## config.mk

```make
export PLATFORM = sky130hd
export DESIGN_NAME = battery_coulomb_counter_poly_voltage
export DESIGN_NICKNAME = d
export VERILOG_FILES = /design/src/rtl/bcc_pkg.sv /design/src/rtl/bcc_seq.sv /design/src/rtl/bcc_dp.sv /design/src/rtl/battery_coulomb_counter_poly_voltage.sv
export SDC_FILE = /design/constraint.sdc
export NUM_CORES = 2
export LEC_CHECK = 0
export BUFFER_PORTS_ARGS = -buffer_cell sky130_fd_sc_hd__buf_4
export CORE_MARGIN = 2
export CORE_UTILIZATION = 30
export CTS_CLUSTER_DIAMETER = 40
export DETAILED_ROUTE_END_ITERATION = 8
export PLACE_DENSITY = 0.46
export RECOVER_POWER = 50
export SLEW_MARGIN = 30
export SYNTH_ARGS = -nofsm -noshare
export SYNTH_HDL_FRONTEND = slang
export SYNTH_SLANG_ARGS = --single-unit
export TNS_END_PERCENT = 10
```

## constraint.sdc

```tcl
create_clock -name clock -period 16.2 [get_ports clock]
set_input_delay 1.62 -clock clock [delete_from_list [all_inputs] [get_ports clock]]
set_output_delay 1.62 -clock clock [all_outputs]
set_load 0.01 [all_outputs]
```

## src/rtl/bcc_pkg.sv

```systemverilog
package bcc_pkg;

   localparam int NUM_COEFFS = 4;
   localparam int COEFF_COUNT = (NUM_COEFFS < 1) ? 1 : ((NUM_COEFFS > 4) ? 4 : NUM_COEFFS);
   localparam int COEFF_SLOTS = 4;
   localparam int KIDX_W = 2;
   localparam logic [KIDX_W-1:0] COEFF_TOP = KIDX_W'(COEFF_COUNT - 1);

   localparam int DATA_W = 32;
   localparam int CELLS_W = 8;
   localparam int GAIN_W = 31;
   localparam int IDOD_W = 23;
   localparam int PROD_W = 64;
   localparam int RND_W = 48;
   localparam int STEP_W = 3;
   localparam int ADDR_W = 5;
   localparam int FRAC_W = 16;

   localparam logic signed [DATA_W-1:0] SAT_MAX = {1'b0, {(DATA_W-1){1'b1}}};
   localparam logic signed [DATA_W-1:0] SAT_MIN = {1'b1, {(DATA_W-1){1'b0}}};
   localparam logic signed [PROD_W-1:0] ROUND_HALF = PROD_W'(64'sd32768);

   typedef enum logic [2:0] {
      REG_COEFF_ZERO,
      REG_COEFF_ONE,
      REG_COEFF_TWO,
      REG_COEFF_THREE,
      REG_SERIES_CELLS,
      REG_DOD_GAIN,
      REG_CAPACITY_PER_PERCENT,
      REG_DOD_PRESET
   } reg_index_type;

   typedef enum logic [1:0] {
      SRC_A_CURRENT,
      SRC_A_DOD,
      SRC_A_ACC
   } src_a_type;

   typedef enum logic [1:0] {
      SRC_B_GAIN,
      SRC_B_CAPACITY,
      SRC_B_CAP,
      SRC_B_CELLS
   } src_b_type;

   typedef enum logic [2:0] {
      WB_NONE,
      WB_DOD,
      WB_CAP,
      WB_ACC,
      WB_DONE
   } wb_type;

   typedef enum logic [1:0] {
      JMP_NEXT,
      JMP_IF_LAST,
      JMP_ALWAYS
   } jump_type;

   typedef struct packed {
      src_a_type         src_a;
      src_b_type         src_b;
      wb_type            wb;
      jump_type          jump;
      logic [STEP_W-1:0] target;
   } uop_type;

   typedef struct packed {
      src_a_type         src_a;
      src_b_type         src_b;
      wb_type            wb;
      logic [KIDX_W-1:0] coeff_idx;
      logic              fire;
   } dp_ctrl_type;

   // microcode program
   function automatic uop_type ucode(input logic [STEP_W-1:0] step);
      uop_type u;
      u = '{SRC_A_CURRENT, SRC_B_GAIN, WB_NONE, JMP_NEXT, STEP_W'(0)};
      case (step)
         3'd0: u = '{SRC_A_CURRENT, SRC_B_GAIN, WB_NONE, JMP_NEXT, STEP_W'(0)};
         3'd1: u = '{SRC_A_CURRENT, SRC_B_GAIN, WB_DOD, JMP_NEXT, STEP_W'(0)};
         3'd2: u = '{SRC_A_DOD, SRC_B_CAPACITY, WB_NONE, JMP_NEXT, STEP_W'(0)};
         3'd3: u = '{SRC_A_DOD, SRC_B_CAPACITY, WB_CAP, JMP_NEXT, STEP_W'(0)};
         3'd4: u = '{SRC_A_ACC, SRC_B_CAP, WB_NONE, JMP_IF_LAST, STEP_W'(6)};
         3'd5: u = '{SRC_A_ACC, SRC_B_CAP, WB_ACC, JMP_ALWAYS, STEP_W'(4)};
         3'd6: u = '{SRC_A_ACC, SRC_B_CELLS, WB_NONE, JMP_NEXT, STEP_W'(0)};
         3'd7: u = '{SRC_A_ACC, SRC_B_CELLS, WB_DONE, JMP_NEXT, STEP_W'(0)};
         default: u = '{SRC_A_CURRENT, SRC_B_GAIN, WB_NONE, JMP_NEXT, STEP_W'(0)};
      endcase
      return u;
   endfunction

   function automatic logic signed [DATA_W-1:0] sat32(input logic signed [PROD_W-1:0] v);
      logic signed [DATA_W-1:0] r;
      if (v > PROD_W'(SAT_MAX)) begin
         r = SAT_MAX;
      end else if (v < PROD_W'(SAT_MIN)) begin
         r = SAT_MIN;
      end else begin
         r = v[DATA_W-1:0];
      end
      return r;
   endfunction

endpackage

```

## src/rtl/bcc_seq.sv

```systemverilog
module bcc_seq (
   input  logic                 clock,
   input  logic                 reset,
   input  logic                 start,
   input  logic                 out_stall,
   output logic                 busy,
   output logic                 done,
   output bcc_pkg::dp_ctrl_type ctrl
);
   import bcc_pkg::*;

   logic              busy_ff, busy_in;
   logic [STEP_W-1:0] step_ff, step_in;
   logic [KIDX_W-1:0] k_ff, k_in;
   uop_type           uop;
   logic              fire;

   assign uop = ucode(step_ff);
   assign fire = busy_ff && !((uop.wb == WB_DONE) && out_stall);

   always_comb begin
      busy_in = busy_ff;
      step_in = step_ff;
      k_in = k_ff;
      if (!busy_ff) begin
         if (start) begin
            busy_in = 1'b1;
            step_in = '0;
         end
      end else if (fire) begin
         if (uop.wb == WB_DONE) begin
            busy_in = 1'b0;
         end
         case (uop.jump)
            JMP_IF_LAST: step_in = (k_ff == '0) ? uop.target : step_ff + 1'b1;
            JMP_ALWAYS:  step_in = uop.target;
            default:     step_in = step_ff + 1'b1;
         endcase
         case (uop.wb)
            WB_CAP:  k_in = COEFF_TOP;
            WB_ACC:  k_in = k_ff - 1'b1;
            default: k_in = k_ff;
         endcase
      end
   end

   always_ff @(posedge clock) begin
      if (reset) begin
         busy_ff <= 1'b0;
         step_ff <= '0;
         k_ff <= '0;
      end else begin
         busy_ff <= busy_in;
         step_ff <= step_in;
         k_ff <= k_in;
      end
   end

   assign busy = busy_ff;
   assign done = fire && (uop.wb == WB_DONE);
   assign ctrl.src_a = uop.src_a;
   assign ctrl.src_b = uop.src_b;
   assign ctrl.wb = uop.wb;
   assign ctrl.coeff_idx = (uop.wb == WB_CAP) ? COEFF_TOP : k_ff - 1'b1;
   assign ctrl.fire = fire;

endmodule

```

## src/rtl/bcc_dp.sv

```systemverilog
module bcc_dp (
   input  logic                                                   clock,
   input  logic                                                   reset,
   input  bcc_pkg::dp_ctrl_type                                   ctrl,
   input  logic                                                   load_current,
   input  logic signed [bcc_pkg::DATA_W-1:0]                      current,
   input  logic                                                   load_dod,
   input  logic [bcc_pkg::IDOD_W-1:0]                             dod_preset,
   input  logic [bcc_pkg::COEFF_SLOTS-1:0][bcc_pkg::DATA_W-1:0]   coeff,
   input  logic [bcc_pkg::CELLS_W-1:0]                            series_cells,
   input  logic [bcc_pkg::GAIN_W-1:0]                             dod_gain,
   input  logic [bcc_pkg::GAIN_W-1:0]                             capacity_per_percent,
   output logic signed [bcc_pkg::DATA_W-1:0]                      pack_voltage,
   output logic signed [bcc_pkg::DATA_W-1:0]                      depth_of_discharge
);
   import bcc_pkg::*;

   logic signed [DATA_W-1:0] cur_ff, cur_in;
   logic signed [DATA_W-1:0] dod_ff, dod_in;
   logic signed [DATA_W-1:0] cap_ff, cap_in;
   logic signed [DATA_W-1:0] acc_ff, acc_in;
   logic signed [PROD_W-1:0] prod_ff, prod_in;

   logic signed [DATA_W-1:0] op_a, op_b, coef_sel, rnd_sat;
   logic signed [PROD_W-1:0] rounded, rnd_ext, dod_diff, acc_sum;
   logic signed [RND_W-1:0]  rnd;

   always_comb begin
      case (ctrl.src_a)
         SRC_A_DOD: op_a = dod_ff;
         SRC_A_ACC: op_a = acc_ff;
         default:   op_a = cur_ff;
      endcase
      case (ctrl.src_b)
         SRC_B_GAIN:     op_b = {1'b0, dod_gain};
         SRC_B_CAPACITY: op_b = {1'b0, capacity_per_percent};
         SRC_B_CAP:      op_b = cap_ff;
         default:        op_b = {{(DATA_W-CELLS_W){1'b0}}, series_cells};
      endcase
   end

   assign prod_in = ctrl.fire ? PROD_W'(op_a) * PROD_W'(op_b) : prod_ff;

   // round half up and drop the fraction
   assign rounded = prod_ff + ROUND_HALF;
   assign rnd = rounded[RND_W+FRAC_W-1:FRAC_W];
   assign rnd_ext = PROD_W'(rnd);
   assign rnd_sat = sat32(rnd_ext);
   assign coef_sel = coeff[ctrl.coeff_idx];
   assign dod_diff = PROD_W'(dod_ff) - rnd_ext;
   assign acc_sum = PROD_W'(rnd_sat) + PROD_W'(coef_sel);

   always_comb begin
      cur_in = load_current ? current : cur_ff;
      dod_in = dod_ff;
      cap_in = cap_ff;
      acc_in = acc_ff;
      if (load_dod) begin
         dod_in = {{(DATA_W-IDOD_W){1'b0}}, dod_preset};
      end else if (ctrl.fire) begin
         case (ctrl.wb)
            WB_DOD: dod_in = sat32(dod_diff);
            WB_CAP: begin
               cap_in = rnd_sat;
               acc_in = coef_sel;
            end
            WB_ACC:  acc_in = sat32(acc_sum);
            default: ;
         endcase
      end
   end

   always_ff @(posedge clock) begin
      if (reset) begin
         dod_ff <= '0;
      end else begin
         dod_ff <= dod_in;
      end
      cur_ff <= cur_in;
      cap_ff <= cap_in;
      acc_ff <= acc_in;
      prod_ff <= prod_in;
   end

   assign pack_voltage = sat32(prod_ff);
   assign depth_of_discharge = dod_ff;

endmodule

```

## src/rtl/battery_coulomb_counter_poly_voltage.sv

```systemverilog
// battery fuel gauge by coulomb counting with a polynomial cell voltage curve
// req channel: one transaction per tick carrying the signed Q16.16 charge current
// rsp channel: one transaction per tick with pack voltage and depth of discharge
// csr port: apb-style writes of the polynomial coefficients, series cell count,
//   discharge gain, capacity per percent and preset depth of discharge;
//   writing the preset also reloads the depth of discharge at once
// a microcoded sequencer steps one shared 32x32 multiplier through the update:
//   discharge delta, capacity, a horner step per coefficient but the top, cell scaling
// the latency is set by the dependent multiplies and the number of coefficients
// one tick at a time: req_tready is high only while the sequencer is idle,
//   so a new req is accepted only after the previous one has finished
// the finished result sits in an output register; if it is still full and
//   rsp_tready is low, the sequencer parks on its last step until it is free
// reset clears the coefficients, gain and capacity, sets series cells to one
//   and loads a depth of discharge of zero
module battery_coulomb_counter_poly_voltage (
   input  logic                          clock,
   input  logic                          reset,
   input  logic                          req_tvalid,
   output logic                          req_tready,
   input  logic [31:0]                   req_tdata,    // charge_current
   output logic                          rsp_tvalid,
   input  logic                          rsp_tready,
   output logic [63:0]                   rsp_tdata,    // depth_of_discharge, pack_voltage
   input  logic                          csr_psel,
   input  logic                          csr_penable,
   input  logic                          csr_pwrite,
   input  logic [bcc_pkg::ADDR_W-1:0]    csr_paddr,
   input  logic [31:0]                   csr_pwdata,
   output logic [31:0]                   csr_prdata,
   output logic                          csr_pready
);
   import bcc_pkg::*;

   logic [COEFF_SLOTS-1:0][DATA_W-1:0] coeff_ff, coeff_in;
   logic [CELLS_W-1:0] cells_ff, cells_in;
   logic [GAIN_W-1:0]  gain_ff, gain_in;
   logic [GAIN_W-1:0]  capp_ff, capp_in;
   logic [IDOD_W-1:0]  idod_ff, idod_in;
   logic               rsp_valid_ff, rsp_valid_in;
   logic [63:0]        rsp_data_ff, rsp_data_in;

   logic               wr_en, load_dod, busy, done, accept;
   reg_index_type      wr_idx, rd_idx;
   dp_ctrl_type        ctrl;
   logic signed [DATA_W-1:0] pack_voltage, depth_of_discharge;

   assign csr_pready = 1'b1;
   assign wr_en = csr_psel && csr_penable && csr_pwrite && csr_pready;
   assign wr_idx = reg_index_type'(csr_paddr[ADDR_W-1:2]);
   assign rd_idx = reg_index_type'(csr_paddr[ADDR_W-1:2]);
   assign load_dod = wr_en && (wr_idx == REG_DOD_PRESET);

   always_comb begin
      coeff_in = coeff_ff;
      cells_in = cells_ff;
      gain_in = gain_ff;
      capp_in = capp_ff;
      idod_in = idod_ff;
      if (wr_en) begin
         case (wr_idx)
            REG_COEFF_ZERO:           coeff_in[0] = csr_pwdata;
            REG_COEFF_ONE:            coeff_in[1] = csr_pwdata;
            REG_COEFF_TWO:            coeff_in[2] = csr_pwdata;
            REG_COEFF_THREE:          coeff_in[3] = csr_pwdata;
            REG_SERIES_CELLS:         cells_in = csr_pwdata[CELLS_W-1:0];
            REG_DOD_GAIN:             gain_in = csr_pwdata[GAIN_W-1:0];
            REG_CAPACITY_PER_PERCENT: capp_in = csr_pwdata[GAIN_W-1:0];
            REG_DOD_PRESET:           idod_in = csr_pwdata[IDOD_W-1:0];
            default: ;
         endcase
      end
   end

   always_comb begin
      case (rd_idx)
         REG_COEFF_ZERO:           csr_prdata = coeff_ff[0];
         REG_COEFF_ONE:            csr_prdata = coeff_ff[1];
         REG_COEFF_TWO:            csr_prdata = coeff_ff[2];
         REG_COEFF_THREE:          csr_prdata = coeff_ff[3];
         REG_SERIES_CELLS:         csr_prdata = {{(32-CELLS_W){1'b0}}, cells_ff};
         REG_DOD_GAIN:             csr_prdata = {{(32-GAIN_W){1'b0}}, gain_ff};
         REG_CAPACITY_PER_PERCENT: csr_prdata = {{(32-GAIN_W){1'b0}}, capp_ff};
         REG_DOD_PRESET:           csr_prdata = {{(32-IDOD_W){1'b0}}, idod_ff};
         default:                  csr_prdata = '0;
      endcase
   end

   assign req_tready = !busy;
   assign accept = req_tvalid && req_tready;

   bcc_seq u_seq (
      .clock     (clock),
      .reset     (reset),
      .start     (accept),
      .out_stall (rsp_valid_ff && !rsp_tready),
      .busy      (busy),
      .done      (done),
      .ctrl      (ctrl)
   );

   bcc_dp u_dp (
      .clock                (clock),
      .reset                (reset),
      .ctrl                 (ctrl),
      .load_current         (accept),
      .current              (req_tdata),
      .load_dod             (load_dod),
      .dod_preset           (csr_pwdata[IDOD_W-1:0]),
      .coeff                (coeff_ff),
      .series_cells         (cells_ff),
      .dod_gain             (gain_ff),
      .capacity_per_percent (capp_ff),
      .pack_voltage         (pack_voltage),
      .depth_of_discharge   (depth_of_discharge)
   );

   always_comb begin
      rsp_valid_in = rsp_valid_ff;
      rsp_data_in = rsp_data_ff;
      if (done) begin
         rsp_valid_in = 1'b1;
         rsp_data_in = {depth_of_discharge, pack_voltage};
      end else if (rsp_tready) begin
         rsp_valid_in = 1'b0;
      end
   end

   always_ff @(posedge clock) begin
      if (reset) begin
         coeff_ff <= '0;
         cells_ff <= CELLS_W'(1);
         gain_ff <= '0;
         capp_ff <= '0;
         idod_ff <= '0;
         rsp_valid_ff <= 1'b0;
      end else begin
         coeff_ff <= coeff_in;
         cells_ff <= cells_in;
         gain_ff <= gain_in;
         capp_ff <= capp_in;
         idod_ff <= idod_in;
         rsp_valid_ff <= rsp_valid_in;
      end
      rsp_data_ff <= rsp_data_in;
   end

   assign rsp_tvalid = rsp_valid_ff;
   assign rsp_tdata = rsp_data_ff;

endmodule
```

After elaboration in Yosys (flattened, before gate mapping)
Memory sizes are Yosys's and may differ from the RTL's. A register that Yosys moved wholly into a read port is not among the register bits.
Cells that the tools add are included.
{"block": "totals", "out_inout_bits": 99, "mem_bits_rw": 0, "latch_bits": 0, "mem_bits_ro": 88, "n_memories": 1, "reg_bits": 484}
{"block": "classes", "n_addsub": 5, "n_lt_le_gt_ge": 9, "bitwise": 1, "multipliers": 1, "div": 0, "shifts": 0, "n_mux": 31, "n_eq_ne": 18, "n_reduce_logical": 34}
{"memory": "(name not given)", "depth": 8, "width": 11, "rd": 1, "rd_clocked_by_memory_dff": 1, "wr": 0, "line_no": "bcc_pkg.sv:81", "text": "case (step)"}
{"op": "32-bit two-way mux", "n": 8}
{"op": "32-bit one-hot mux with 8 select lines", "n": 1}
{"op": "64-bit by 32-bit greater-than comparator with 1-bit output, second input constant", "n": 3}
{"op": "64-bit by 32-bit < comparator with 1-bit output, second input constant", "n": 3}
{"op": "32-bit one-hot mux with 2 select lines", "n": 2}
{"op": "32-bit one-hot mux with 3 select lines", "n": 1}
{"op": "23-bit two-way mux", "n": 3}
{"op": "64-bit by 17-bit adder with 64-bit output, second input constant", "n": 1}
{"op": "32-bit binary-select mux with 2-bit select", "n": 1}
{"op": "32-bit by 32-bit multiplier with 64-bit output", "n": 1}
{"op": "32-bit by 48-bit subtractor with 49-bit output", "n": 1}
{"op": "48-bit by 32-bit greater-than comparator with 1-bit output, second input constant", "n": 1}
{"op": "48-bit by 32-bit < comparator with 1-bit output, second input constant", "n": 1}
{"op": "32-bit by 32-bit adder with 33-bit output", "n": 1}
{"op": "2-bit AND reduction", "n": 11}
{"op": "3-bit two-way mux", "n": 6}
{"op": "3-bit equality test, second input constant", "n": 5}
{"op": "3-bit by 2-bit equality test with 1-bit output, second input constant", "n": 4}
{"op": "2-bit nonzero test", "n": 5}
{"op": "3-bit AND reduction", "n": 3}
{"op": "1-bit logical AND", "n": 8}
{"op": "2-bit by 1-bit equality test with 1-bit output, second input constant", "n": 3}
{"op": "2-bit equality test, second input constant", "n": 3}
{"op": "3-bit by 1-bit equality test with 1-bit output, second input constant", "n": 2}
{"op": "other kinds (13)", "n": 21}

Depth between registers and ports, before layout
{"block": "depth", "depth_word": 9, "ltp_mapped": 37, "mapped_depth_nobuf": 32}

By module
From an unflattened synthesis, not the netlist that was laid out.
{"block": "unflattened", "cells_unflattened": 7067, "hier_area_um2": 62925.4}
{"module": "bcc_dp", "seq_area_each_um2": 5445.2, "cells_per_inst": 5631, "n_inst": 1, "area_per_inst_um2": 50542.2}
{"module": "battery_coulomb_counter_poly_voltage", "seq_area_each_um2": 6366.1, "cells_per_inst": 1350, "n_inst": 1, "area_per_inst_um2": 11566.1}
{"module": "bcc_seq", "seq_area_each_um2": 300.3, "cells_per_inst": 86, "n_inst": 1, "area_per_inst_um2": 817.0}

Least setup slack after synthesis
No wires, ideal clock.
{"block": "synth_path", "path_type": "flip-flop to flip-flop", "start": "register u_seq.uop[9] (netlist name)", "end": "register u_dp.prod_ff[62] (data pin)", "n_path_buf": 5, "setup_ps": 258, "slack_ps": 6502, "synth_period_minus_slack_ps": 9698, "required_ps": 15942, "path_stages_with_launch": 34, "arrival_ps": 9441, "cell_sequence": "dfxtp_1 clkbuf_1 inv_1 ha_1 clkbuf_1 clkbuf_1 nand2_1 o21ai_0 clkbuf_1 clkbuf_1 nand2_1 inv_1 fa_1 fa_1 fa_1 fa_1 fa_1 fa_1 fa_1 inv_1 fa_1 inv_1 ha_1 a21o_1 a21o_1 a21oi_1 and2_1 or4b_2 o21ai_0 a31oi_1 a311oi_1 o21ai_0 a21oi_1 xnor2_1"}
{"block": "synth_between", "elab_chain_len": 3, "elab_cells_between_ends": 5}
{"element": "2-bit equality test (tied with other cells)", "line_no": "bcc_dp.sv:34", "text": "case (ctrl.src_b)"}
{"element": "32-bit one-hot mux with 3 select lines (*)", "line_no": "bcc_dp.sv:34"}
{"element": "32-bit by 32-bit multiplier with 64-bit output (*)", "line_no": "bcc_dp.sv:42", "text": "assign prod_in = ctrl.fire ? PROD_W'(op_a) * PROD_W'(op_b) : prod_ff;"}
{"element": "end signal: assignment", "line_no": "bcc_dp.sv:82", "text": "prod_ff <= prod_in;"}
{"element": "end: declaration", "line_no": "bcc_dp.sv:22", "text": "logic signed [PROD_W-1:0] prod_ff, prod_in;"}
Every way passes the cells marked *; elsewhere a longest branch is shown, timed or not.
A chain may end at the register's enable or synchronous reset.

Final worst setup path
{"block": "layout_path", "start": "register u_seq.uop[8] (netlist name)", "end": "register u_dp.prod_ff[60] (data pin)"}
{"block": "layout_between", "elab_chain_len": 3, "elab_cells_between_ends": 5}
{"element": "2-bit equality test (tied with other cells)", "line_no": "bcc_dp.sv:34"}
{"element": "32-bit one-hot mux with 3 select lines (*)", "line_no": "bcc_dp.sv:34"}
{"element": "32-bit by 32-bit multiplier with 64-bit output (*)", "line_no": "bcc_dp.sv:42"}
Marked as above.

==> reports/metrics.yaml <==
sta:
  worst_slew_pin_slew_ns: 5.71
  hold_viol: 0
  fin_tns_setup_ns: 0
  timing.final.ws_setup_ns: 2.88
  fin_crit_sh: 0.822
  rsz0062_at_grt: "no"
  final-setup-viol-count: 0
  final_max_slew_viol_count: 501
  period_minus_slack_ns: 13.32
  fmax_ghz: 0.0751
  whs_ns: 0.451
  clock_skew_ns: 0.0797
  slew_headroom: -2.80
clock_network:
  post-cts-setup-buffers: 0
  clockBufferDepth: 3
  path_clk_slew_ns: 0.05
  ctsHoldBuffers: 0
  insertion_delay_ns: 0.76
  htree_levels: 3
  cts_tree: "yes"
  ctsResizeCount: 0
  cts-buffers-inserted: 99
  cts.sinks: 493
  root_buffer: "clkbuf_16"
routing:
  routedWlPerCell_um: 24.6
  drc_errors: 0
  viasPerCell: 5.11
  detail-route-antenna-nets: 0
  first_iter_violations: 4361
  vias: 51600
  totalWireLength_mm: 248
  drt-pass1-iter-count: 6
outcome:
  violations: "max-capacitance violations, max-slew violations"
  status: "complete, but fails checks"
pwr:
  leakagePower_uw: 0.0320
  irDropWorstVdd_mv: 0.0847
  power.density_nw_per_um2: 62.7
setup_path:
  max_stage_delay_ns: 2.18
  path_common_cell: "fa_1"
  crit_required_ns: 16.65
  end_kind: "register"
  path_max_fanout: 33
  crit_type: "reg -> reg"
  critPathArrivalTime_ns: 13.77
  crit_slowest_cell: "clkbuf_1"
  startpoint_type: "register"
die:
  initial_utilization: 0.302
  fp.dieW_um: 461
  rows: 167
  die_h_um: 461
  io_pins: 175
  coreArea_um2: 207000
  dieArea_um2: 213000
finish:
  drive_gt1_frac: 0.0771
  final_util: 0.341
  final_area_um2: 70900
  fin_nets: 8639
  fillCellCount: 21500
  areaGrowthSynthToFinish_pct: 12.9
global_route:
  antenna_found_initial: 11
  groute.usage.overall: 0.234
  grt_max_degree: 112
  grt_pass1_vias: 52400
  grt_pass1_wl_mm: 364
  grt_overflow: 0
synth:
  yosysUniqueCellTypes: 104
  ys_ff_latch: 493
  synth_edf_count: 224
  yosys-top-cells-area: "fa_1 35%, edfxtp_1 11%, dfxtp_1 8.6%"
  synth_common_cells: "1266 x nand2_1, 1135 x inv_1, 1084 x fa_1, 727 x nor2_1, 450 x a21oi_1"
  async_flop_share: 0
  avgSynthCellArea_um2: 8.74
  synthesis.nets: 8608
  ys_warn_count: 0
  synth_cells: 7177
  synth_top_area_share: 0.346
  netlist_area_um2: 62700
  synth_top_cell_by_area: "fa_1"
  synth_seq_area_share: 0.193
  synthFlopType: "dfxtp_1"
  synth_most_common_cell: "nand2_1"
placement:
  pre_cts_slack_ns: 4.81
  hpwlAfterDp_mm: 191
  io_buffers: 171
  gp_congestion: 0.935
  postPlaceCellArea_um2: 67400
run:
  maxCapViolations: 9
hold_path:
  hold_path_class: "reg -> reg"
-- per-stage QoR --
step / total power, µW / cells
floorplan: 1890 / 7177
global placement: 2220 / 9886
detailed placement: 2220 / 9895
CTS: 4480 / 10100
global route: 4600 / 10100
finish: 4440 / 10100
-- layer usage --
layer  up-vias  GRT usage  routed length (µm)
met5         -          0                  13
met4         2     0.0853               10600
met3       372     0.0369               16500
met1     26500      0.319              107000
li1      22800          -                   -
met2      1854      0.373              114000
-- flip-flops by register name (all words and copies together), names as in the netlist, 31 cells and up --
register                 count
coeff_ff                   128
rsp_tdata                   64
u_dp.prod_ff                64
u_dp.acc_ff                 32
u_dp.cap_ff                 32
u_dp.cur_ff                 32
u_dp.depth_of_discharge     32
capp_ff                     31
gain_ff                     31
-- report_power, final --
part	switching [µW]	internal, µW	total [µW]
combinational	572	251	823
clock	800	1440	2240
sequential	43.5	1340	1380
-- cells by family (layout without fill, tap and decap cells) --
| kind of cell | after synthesis | in the layout | synth area share |
|---|---|---|---|
| xor+xnor | 178 | 178 | 0.0248 |
| flops | 493 | 493 | 0.193 |
| buf+inv | 1521 | 1636 | 0.0944 |
| mux | 96 | 96 | 0.0176 |
| fa+ha+maj | 1355 | 1355 | 0.400 |
| simple gates | 2360 | 2360 | 0.156 |
| other cells | 1 | 9 | 0.0000598 |
| compound gates | 1173 | 1173 | 0.115 |
-- layout by cell type (no fill, tap or decap), types with 26 or more instances in the layout --
| cell type | count |
|---|---|
| nand2_1 | 1265 |
| inv_1 | 1132 |
| fa_1 | 1084 |
| nor2_1 | 719 |
| a21oi_1 | 444 |
| ha_1 | 270 |
| dfxtp_1 | 267 |
| edfxtp_1 | 224 |
| buf_4 | 200 |
| o21ai_0 | 192 |
| xnor2_1 | 103 |
| clkbuf_16 | 102 |
| clkbuf_1 | 85 |
| xor2_1 | 75 |
| a21o_1 | 72 |
| nand3_1 | 70 |
| mux2i_1 | 70 |
| o21a_1 | 65 |
| a31oi_1 | 54 |
| o22ai_1 | 47 |
| nand4_1 | 45 |
| a22oi_1 | 41 |
| clkbuf_4 | 33 |
| and3_1 | 32 |
| nor3_1 | 32 |
| nand2b_1 | 28 |
| o21ai_1 | 27 |
| nor2b_1 | 26 |
-- layout make-up --
class | count | area [µm²] | share of cell area
Inverter | 1135 | 4260 | 0.0601
Sequential cell | 493 | 12100 | 0.171
Multi-Input combinational cell | 5163 | 45100 | 0.636
Clock inverter | 72 | 1040 | 0.0147
Antenna cell | 8 | 20.0 | 0.000283
Tap cell | 2788 | 3490 | 0.0492
Timing Repair Buffer | 316 | 2230 | 0.0314
Clock buffer | 113 | 2610 | 0.0369
-- path summary, 6_finish.rpt --
check,startpoint,to,slack (ns),cells past startpoint
worst max-delay path,u_seq.uop[8]$_DFF_P_,u_dp.prod_ff[60]$_DFFE_PP_,2.88,27
worst min-delay path,u_dp.depth_of_discharge[0]$_SDFFE_PP0P_,rsp_tdata[32]$_DFFE_PP_,0.45,0
worst max register to register,u_seq.uop[8]$_DFF_P_,u_dp.prod_ff[60]$_DFFE_PP_,2.88,27
worst min register to register,u_dp.depth_of_discharge[0]$_SDFFE_PP0P_,rsp_tdata[32]$_DFFE_PP_,0.45,0
-- critical path: cells and delay by family, from the launching register on --
family	cells	cell delay (ns)
flip-flops	1	0.44
AO/OA/AOI/OAI	8	2.43
XOR/XNOR	1	0.10
adder cells (fa/ha/maj)	9	5.10
AND/OR/NAND/NOR	3	0.94
multiplexers	1	0.99
buffers and inverters	5	2.94
Note: power is estimated with default switching activity, not from simulation.
